## src/rnf_pkg.sv

```systemverilog
// Shared constants for the radix number formatter: transaction modes and
// the character codes used by the alphabet checks. No dependencies.
`default_nettype none

package rnf_pkg;

    localparam logic [1:0] MODE_CLEAR   = 2'd0;
    localparam logic [1:0] MODE_APPEND  = 2'd1;
    localparam logic [1:0] MODE_CONVERT = 2'd2;

    localparam logic [7:0] SYM_LOW   = 8'h21;
    localparam logic [7:0] SYM_HIGH  = 8'h7E;
    localparam logic [7:0] SYM_PLUS  = 8'h2B;
    localparam logic [7:0] SYM_MINUS = 8'h2D;

    localparam int SEEN_DEPTH = 128;

endpackage

`default_nettype wire

```

## src/radix_number_formatter.sv

```systemverilog
// Radix number formatter: loads a digit alphabet and writes signed values
// as text in the radix given by that alphabet. Depends on rnf_pkg.
//
// Clear and append transactions complete as they are accepted. A convert
// transaction runs the bit-serial divider once per digit, looks the remainder up
// in the alphabet and stores the digit, then reads the digits back from the digit buffer; the sign goes out first.
// The input is ready only while no conversion is in progress. Reset clears
// the alphabet state and the output register; the memories need no clearing.
`default_nettype none

module radix_number_formatter
    import rnf_pkg::*;
#(
    parameter int MAX_SYMBOLS = 94,
    parameter int VALUE_BITS  = 32,
    localparam int S_TDATA_W  = ((VALUE_BITS + 10 + 7) / 8) * 8
) (
    input  wire                  aclk,
    input  wire                  aresetn,
    input  wire                  s_tvalid,
    output logic                 s_tready,
    input  wire [S_TDATA_W-1:0]  s_tdata,   // mode[1:0], symbol[9:2], value, zero fill
    output logic                 m_tvalid,
    input  wire                  m_tready,
    output logic [7:0]           m_tdata,   // out_char[6:0], zero fill
    output logic                 m_tlast
);

    localparam int ALPH_AW = $clog2(MAX_SYMBOLS);
    localparam int CNT_W   = $clog2(MAX_SYMBOLS + 1);
    localparam int DIG_AW  = $clog2(VALUE_BITS);
    localparam int NDIG_W  = $clog2(VALUE_BITS + 1);
    localparam int BIT_CW  = $clog2(VALUE_BITS);

    localparam logic [2:0] ST_IDLE      = 3'd0;
    localparam logic [2:0] ST_DIV       = 3'd1;
    localparam logic [2:0] ST_LOOK      = 3'd2;
    localparam logic [2:0] ST_STORE     = 3'd3;
    localparam logic [2:0] ST_EMIT_RD   = 3'd4;
    localparam logic [2:0] ST_EMIT_WAIT = 3'd5;

    logic [2:0]            state_reg, state_next;
    logic [CNT_W-1:0]      count_reg, count_next;
    logic                  bad_reg, bad_next;
    logic [SEEN_DEPTH-1:0] seen_reg, seen_next;
    logic [VALUE_BITS-1:0] mag_reg, mag_next;
    logic [CNT_W-1:0]      rem_reg, rem_next;
    logic [BIT_CW-1:0]     bit_cnt_reg, bit_cnt_next;
    logic [NDIG_W-1:0]     ndig_reg, ndig_next;
    logic                  sign_pend_reg, sign_pend_next;
    logic                  out_valid_reg, out_valid_next;
    logic [6:0]            out_char_reg, out_char_next;
    logic                  out_last_reg, out_last_next;

    // Alphabet and digit buffer memories.
    logic [6:0] alph_mem [MAX_SYMBOLS];
    logic [6:0] dbuf_mem [VALUE_BITS];
    logic [6:0] alph_rd_reg;
    logic [6:0] dbuf_rd_reg;
    logic       alph_we, alph_re, dbuf_we, dbuf_re;
    logic [NDIG_W-1:0] ndig_m1;

    logic [1:0]            in_mode;
    logic [7:0]            in_symbol;
    logic [VALUE_BITS-1:0] in_value;
    logic                  in_fire;
    logic                  out_free;
    logic                  sym_bad;
    logic [CNT_W:0]        trial;
    logic [CNT_W:0]        diff;
    logic                  fits;

    assign in_mode   = s_tdata[1:0];
    assign in_symbol = s_tdata[9:2];
    assign in_value  = s_tdata[10 +: VALUE_BITS];

    assign s_tready = (state_reg == ST_IDLE);
    assign in_fire  = s_tvalid && s_tready;
    assign out_free = !out_valid_reg || m_tready;

    assign m_tvalid = out_valid_reg;
    assign m_tdata  = {1'b0, out_char_reg};
    assign m_tlast  = out_last_reg;

    assign sym_bad = (in_symbol < SYM_LOW) || (in_symbol > SYM_HIGH)
                  || (in_symbol == SYM_PLUS) || (in_symbol == SYM_MINUS)
                  || seen_reg[in_symbol[6:0]];

    // One restoring division step: shift the next magnitude bit into the remainder.
    assign trial = {rem_reg, mag_reg[VALUE_BITS-1]};
    assign diff  = trial - {1'b0, count_reg};
    assign fits  = (trial >= {1'b0, count_reg});

    assign ndig_m1 = ndig_reg - NDIG_W'(1);

    assign alph_we = in_fire && (in_mode == MODE_APPEND)
                  && (count_reg < CNT_W'(MAX_SYMBOLS));
    assign alph_re = (state_reg == ST_LOOK);
    assign dbuf_we = (state_reg == ST_STORE);
    assign dbuf_re = (state_reg == ST_EMIT_RD);

    always_ff @(posedge aclk) begin
        if (alph_we) begin
            alph_mem[count_reg[ALPH_AW-1:0]] <= in_symbol[6:0];
        end
        if (alph_re) begin
            alph_rd_reg <= alph_mem[rem_reg[ALPH_AW-1:0]];
        end
    end

    always_ff @(posedge aclk) begin
        if (dbuf_we) begin
            dbuf_mem[ndig_reg[DIG_AW-1:0]] <= alph_rd_reg;
        end
        if (dbuf_re) begin
            dbuf_rd_reg <= dbuf_mem[ndig_m1[DIG_AW-1:0]];
        end
    end

    always_comb begin
        state_next     = state_reg;
        count_next     = count_reg;
        bad_next       = bad_reg;
        seen_next      = seen_reg;
        mag_next       = mag_reg;
        rem_next       = rem_reg;
        bit_cnt_next   = bit_cnt_reg;
        ndig_next      = ndig_reg;
        sign_pend_next = sign_pend_reg;
        out_valid_next = out_valid_reg;
        out_char_next  = out_char_reg;
        out_last_next  = out_last_reg;

        if (out_valid_reg && m_tready) begin
            out_valid_next = 1'b0;
        end

        // The sign goes out as soon as the output register is free.
        if (sign_pend_reg && out_free) begin
            out_valid_next = 1'b1;
            out_char_next  = SYM_MINUS[6:0];
            out_last_next  = 1'b0;
            sign_pend_next = 1'b0;
        end

        unique case (state_reg)
            ST_IDLE: begin
                if (in_fire) begin
                    unique case (in_mode)
                        MODE_CLEAR: begin
                            count_next = '0;
                            bad_next   = 1'b0;
                            seen_next  = '0;
                        end
                        MODE_APPEND: begin
                            if (sym_bad || count_reg >= CNT_W'(MAX_SYMBOLS)) begin
                                bad_next = 1'b1;
                            end
                            if (count_reg < CNT_W'(MAX_SYMBOLS)) begin
                                seen_next[in_symbol[6:0]] = 1'b1;
                                count_next = count_reg + CNT_W'(1);
                            end
                        end
                        MODE_CONVERT: begin
                            if (count_reg >= CNT_W'(2) && !bad_reg) begin
                                sign_pend_next = in_value[VALUE_BITS-1];
                                mag_next       = in_value[VALUE_BITS-1]
                                               ? (~in_value + VALUE_BITS'(1)) : in_value;
                                rem_next       = '0;
                                bit_cnt_next   = '0;
                                ndig_next      = '0;
                                state_next     = ST_DIV;
                            end
                        end
                        default: begin
                        end
                    endcase
                end
            end
            ST_DIV: begin
                mag_next = {mag_reg[VALUE_BITS-2:0], fits};
                rem_next = fits ? diff[CNT_W-1:0] : trial[CNT_W-1:0];
                bit_cnt_next = bit_cnt_reg + BIT_CW'(1);
                if (bit_cnt_reg == BIT_CW'(VALUE_BITS - 1)) begin
                    state_next = ST_LOOK;
                end
            end
            ST_LOOK: begin
                state_next = ST_STORE;
            end
            ST_STORE: begin
                ndig_next = ndig_reg + NDIG_W'(1);
                if (mag_reg == '0) begin
                    state_next = ST_EMIT_RD;
                end else begin
                    rem_next     = '0;
                    bit_cnt_next = '0;
                    state_next   = ST_DIV;
                end
            end
            ST_EMIT_RD: begin
                state_next = ST_EMIT_WAIT;
            end
            ST_EMIT_WAIT: begin
                if (out_free && !sign_pend_reg) begin
                    out_valid_next = 1'b1;
                    out_char_next  = dbuf_rd_reg;
                    out_last_next  = (ndig_m1 == '0);
                    ndig_next      = ndig_m1;
                    state_next     = (ndig_m1 == '0) ? ST_IDLE : ST_EMIT_RD;
                end
            end
            default: begin
                state_next = ST_IDLE;
            end
        endcase
    end

    always_ff @(posedge aclk) begin
        if (!aresetn) begin
            state_reg     <= ST_IDLE;
            count_reg     <= '0;
            bad_reg       <= 1'b0;
            seen_reg      <= '0;
            sign_pend_reg <= 1'b0;
            out_valid_reg <= 1'b0;
        end else begin
            state_reg     <= state_next;
            count_reg     <= count_next;
            bad_reg       <= bad_next;
            seen_reg      <= seen_next;
            sign_pend_reg <= sign_pend_next;
            out_valid_reg <= out_valid_next;
        end
    end

    always_ff @(posedge aclk) begin
        mag_reg      <= mag_next;
        rem_reg      <= rem_next;
        bit_cnt_reg  <= bit_cnt_next;
        ndig_reg     <= ndig_next;
        out_char_reg <= out_char_next;
        out_last_reg <= out_last_next;
    end

endmodule

`default_nettype wire

```

## config.mk

```make
export PLATFORM = sky130hd
export DESIGN_NAME = radix_number_formatter
export DESIGN_NICKNAME = d
export VERILOG_FILES = /design/src/rnf_pkg.sv /design/src/radix_number_formatter.sv
export SDC_FILE = /design/constraint.sdc
export NUM_CORES = 1
export LEC_CHECK = 0
export BUFFER_PORTS_ARGS = -buffer_cell sky130_fd_sc_hd__buf_2
export CAP_MARGIN = 20
export CORE_ASPECT_RATIO = 0.9
export CORE_UTILIZATION = 30
export CTS_BUF_LIST = sky130_fd_sc_hd__clkbuf_8
export CTS_CLUSTER_SIZE = 28
export DETAILED_ROUTE_END_ITERATION = 10
export HOLD_SLACK_MARGIN = 0.12
export PLACE_DENSITY = 0.47
export SLEW_MARGIN = 10
export SYNTH_ARGS = -nofsm -noshare
export SYNTH_HDL_FRONTEND = slang
export SYNTH_SLANG_ARGS = --single-unit
```

## constraint.sdc

```tcl
create_clock -name aclk -period 6.8 [get_ports aclk]
set_input_delay 1.36 -clock aclk [delete_from_list [all_inputs] [get_ports aclk]]
set_output_delay 1.36 -clock aclk [all_outputs]
set_load 0.01 [all_outputs]
```

# --- Word level (Yosys, flattened, before mapping) ---
# Memory sizes are Yosys's and may differ from the RTL's. A register that Yosys moved wholly into a read port is not among the register bits.
# Cells that the tools add are included.
classes:
  add_sub_neg: 6
  mul: 0
  div: 0
  magnitude_cmp: 8
  eq_ne: 18
  shifts: 0
  muxes: 58
  n_bitwise: 2
  n_reduce_logical: 31
ops:
  columns: ["op", "n"]
  rows:
  - ["$pmux 128 s2", 1]
  - ["$mux 128", 1]
  - ["$mux 32", 4]
  - ["$or 128x128->128", 1]
  - ["$pmux 32 s2", 1]
  - ["$mux 7", 9]
  - ["$add 32x1->32 const B", 1]
  - ["$logic_not 32->1", 1]
  - ["$not 32->32", 1]
  - ["$mux 6", 4]
  - ["$mux 3", 7]
  - ["$pmux 7 s3", 1]
  - ["$mux 5", 4]
  - ["$mux 1", 19]
  - ["$pmux 3 s6", 1]
  - ["$pmux 6 s3", 1]
  - ["$eq 8x6->1 const B", 2]
  - ["$pmux 5 s3", 1]
  - ["$reduce_and 5->1", 3]
  - ["$pmux 7 s2", 1]
  - ["$reduce_and 4->1", 3]
  - ["$ne 2x1->1 const B", 5]
  - ["$ge 8x7->1", 1]
  - ["$gt 8x7->1 const B", 1]
  - ["other kinds (29)", 49]
totals:
  reg_bits: 199
  latch_bits: 0
  mem_bits_rw: 882
  mem_bits_ro: 0
  out_inout_bits: 11
  mem_count: 2
mem_list:
  columns: ["name", "words", "width", "read_ports", "rd_ports_with_merged_regs", "wr", "line", "rtl"]
  rows:
  - ["alph_mem", 94, 7, 1, 1, 1, "radix_number_formatter.sv:56", "logic [6:0] alph_mem [MAX_SYMBOLS];"]
  - ["dbuf_mem", 32, 7, 1, 1, 1, "radix_number_formatter.sv:57", "logic [6:0] dbuf_mem [VALUE_BITS];"]

# --- Logic depth before layout (Yosys ltp) ---
logic_depth:
  depth_word: 8
  ltp_mapped: 12
  mapped_depth_nobuf: 9

# --- Least setup slack after synthesis ---
# OpenSTA, ideal clock, no wires.
synth_timing:
  kind: "input port to flip-flop"
  startpoint: "input port s_tdata[1]"
  endpoint: "register mag_reg[0] (enable)"
  arrival_time_ns: 4.193
  setup_slack_ns: 2.141
  path_stages: 4
  cell_sequence: "nor4bb_1 o31ai_1 nand2b_1 o21ai_0"
synth_via:
  elab_chain_len: 3
synth_lines:
  columns: ["element", "line", "rtl"]
  rows:
  - ["start, declared", "radix_number_formatter.sv:22", "input wire [S_TDATA_W-1:0] s_tdata,"]
  - ["$eq 2x2->1", "radix_number_formatter.sv:149", "unique case (in_mode)"]
  - ["$ne 2x1->1 (no line)", null, null]
  - ["$reduce_and 4->1 (no line)", null, null]
  - ["end signal, assigned", "radix_number_formatter.sv:238", "mag_reg <= mag_next;"]
  - ["end, declared", "radix_number_formatter.sv:46", "logic [VALUE_BITS-1:0] mag_reg, mag_next;"]
# No other way between the ends.
# A chain may end at the register's enable or synchronous reset.

==> key figures <==
Floorplanning
  – Row cnt: 131
  – IO Pins: 63
  – Initial Utilization: 0.303
  – Width of the die: 402 um
  – Die outline height: between 300 and 400 um
  – Core Area: 142,000 um^2
  – Die Area: roughly 150,000 um^2

Route
  – Final ANT Viol Nets: 0
  – DRC: 0
  – Initial DRC Count: 1,997
  – DR WL/cell: 23.2 um
  – Final wirelength: 109,000 um
  – Vias per inst: 4.99
  – DR vias: around 23,000
  – Drt first pass iters: 5

Yosys
  – Syn. warnings: 0
  – Post-Synth Simple-Gate Area: 0.0637
  – Cell area after synthesis: 43,100 um^2
  – Compound-gate portion of the synthesized area: 0.0504
  – Largest family of logic cells by synthesized area: multiplexers
  – Avg Inst Size Synth: 17.0 um^2
  – Library cells used by synthesis: 77
  – Primary FF master, synth: edfxtp_1
  – Synth Area in Adders: 0.00569
  – FF+latch count, synth: 1,063
  – Post-Synthesis Cells: 2,541
  – Ys async rst share: 0
  – EDFF count, synth: roughly 950
  – Post-synthesis mux area share: 0.139
  – Synth Net Count: 2,612
  – Post-synthesis sequential area ratio: 0.713
  – Area share of xor/xnor cells in the synthesized design: 0.00853

Clocking
  – Clk slew on worst S/H paths: ~0.060 ns
  – CTS Sinks: between 1,000 and 1,500
  – Setup bufs post-CTS: 0
  – Clk Latency, worst-skew pair: 0.88 ns
  – CTS resizes: 0
  – Clock buffer depth: 3
  – Clk Tree Root Cell: clkbuf_8
  – CTS Hold Buffers Added: 0
  – CTS tree: done
  – CTS buffer count: 174
  – H-Tree Depth: 4

Setup path
  – Crit end category: register
  – Reg2reg path depth: 5
  – Max Fanout on Critical Path: 87
  – Max incr delay on CP: 0.62 ns
  – R2r setup slk: 3.31 ns
  – Worst setup path start: rem_reg[0]
  – Crit path top cell by count: mux4_2
  – Delay-heaviest family, CP: multiplexers
  – CP required: around 7.3 ns
  – Critical path depth: 5
  – FF-to-FF End: alph_rd_reg[2]
  – CP max stage cell: mux4_2
  – R2r startpoint: rem_reg[0]
  – Critical Path Sink: alph_rd_reg[2]
  – Startpoint Class: register
  – Cell chain of the critical path: buf_12 > mux4_2 > mux4_2 > o21ai_0 > o311ai_0
  – Critical path type: reg -> reg
  – Arr. time, crit path: 4.01 ns
  – WP buf/inv: 1

GRT
  – Grt ovf: 0
  – Vias in the first global route: 24,000
  – First-pass GRT wire length: 160,000 um
  – Largest net degree at the start of global routing: around 100
  – Antenna violations before repair: 6
  – Gr usage total: 0.149

Place
  – Hpwl dp: 66,600 um
  – GP Congestion: 0.783
  – IO Port Bufs: between 50 and 60
  – Placed Area: 45,500 um^2

Power and ir drop
  – Sw Ratio: 0.221
  – Flop pwr share: 0.564
  – Clk network pwr share: 0.417
  – Switching pwr: 2.78 mW
  – VDD IR max: 0.000160 V
  – P_int: slightly below 10 mW
  – Pwr dens: 258 nW/um^2
  – Leak: roughly 15 nW
  – Logic pwr share: 0.019

Timing
  – Final setup violating endpoints: 0
  – Tcrit/Tclk final: 0.514
  – Min Tclk post-route: 3.49 ns
  – RSZ-0062 raised after global routing: no
  – Fmax: 286 MHz
  – Pins over their slew limit: 0
  – Worst rel slew slack: 0.271
  – Slew at the pin closest to its max-slew limit: roughly 1.1 ns
  – Clock skew: 0.0543 ns
  – Final hold violations: 0
  – Final setup TNS: 0 ns

Cells and area
  – Final #Nets: around 2,700
  – Area added between synthesis and finish: 13.2%
  – Largest register FFs: 658
  – Share of layout cells above drive strength 1: 0.214
  – Layout fillers: around 13,000
  – Fin area: 48,800 um^2
  – Most frequent cells in the layout: 946 x edfxtp_1, 292 x nor2_1, 247 x mux4_2, 181 x clkbuf_8, 150 x nand2_1
  – Commonest non-fill, non-tap cell in the layout: edfxtp_1

Hold path
  – Hold Path Class: reg -> reg
  – Hold Crit Depth: 2

Flow run
  – Max-cap violation count: 0

Status
  – Status: complete, no violations
## synthesized netlist by cell type, drive strengths merged (7+ instances only)
cell | number | area share
nor4 | 12 | 0.0017
nand3 | 32 | 0.0037
nand2 | 151 | 0.013
o41ai | 8 | 0.0026
o31ai | 16 | 0.0033
or2 | 7 | 0.0011
xnor2 | 10 | 0.0020
and2 | 10 | 0.0015
ha | 18 | 0.0052
clkbuf | 61 | 0.0053
buf | 83 | 0.011
and3 | 8 | 0.0012
edfxtp | 946 | 0.66
nor2 | 298 | 0.027
o22a | 8 | 0.0016
mux4 | 247 | 0.13
xor2 | 32 | 0.0065
inv | 29 | 0.0025
o22ai | 22 | 0.0032
a21oi | 134 | 0.016
nor2b | 15 | 0.0022
mux2 | 7 | 0.0018
nand4 | 10 | 0.0015
o211ai | 8 | 0.0014
nand2b | 14 | 0.0022
a22oi | 16 | 0.0028
o21ai | 79 | 0.0092
dfxtp | 117 | 0.054
nor3 | 24 | 0.0035
a211oi | 13 | 0.0023
mux2i | 36 | 0.0084
## area by class of cell
class                      count  area [um^2]  area share
clock inverter               130          744      0.0153
antenna                        2         5.00    0.000103
tap                         1862         2330      0.0477
clock buffer                 181         2490      0.0511
sequential                  1063        30700       0.630
multi-input combinational   1305        11600       0.238
inverter                      29          109     0.00223
timing repair buffer         101          776      0.0159
## logic make-up after synthesis
group           Yosys count
xor+xnor                 42
simple gates            607
other cells               1
mux                     290
buf+inv                 173
fa+ha+maj                19
compound gates          346
flops                  1063
## through the flow
step	instances	hold WS [ns]	worst slack, ns	util	total power, mW
2_1_floorplan	2541	0.418	2.14	-	7.33
3_5_place_dp	4355	0.446	2.60	0.320	7.47
6_report	4673	0.457	3.31	0.343	12.6
4_1_cts	4666	0.455	3.27	0.343	12.7
5_1_grt	4673	0.481	3.07	0.343	13.0
3_3_place_gp	4352	0.436	2.63	0.319	7.46
## metal layers
layer | track usage | wire, um | vias up
met5 | 0 | 0 | -
met4 | 0.0459 | 2160 | 0
met3 | 0.0327 | 5980 | 155
met2 | 0.242 | 52600 | 649
met1 | 0.199 | 47800 | 12200
li1 | - | - | 10300
## how the worst min path moves through the flow
| stage | start | to | slack [ns] |
|---|---|---|---|
| after detailed placement | seen_reg[120] | seen_reg[120] | 0.45 |
| after global routing | m_tlast | m_tlast | 0.48 |
| after CTS | seen_reg[120] | seen_reg[120] | 0.46 |
| final | seen_reg[120] | seen_reg[120] | 0.46 |
| after floorplan | dbuf_rd_reg[0] | out_char_reg[0] | 0.42 |
| after global placement | seen_reg[122] | seen_reg[122] | 0.44 |
## worst reg2reg max path: stages, from the launching register on
cell      delay [ns]
edfxtp_1        0.46
buf_12          0.49
mux4_2          0.82
mux4_2          0.49
o21ai_0         0.52
o311ai_0        0.37
## power groups by stage
stage	Combinational [mW]	Clock (mW)	Sequential (mW)
final	0.241	5.24	7.09
after global routing	0.263	5.68	7.08
after CTS	0.244	5.40	7.09
after detailed placement	0.244	0	7.22
after global placement	0.235	0	7.22
after floorplan	0.107	0	7.22
Note: power is estimated with default switching activity, not from simulation.
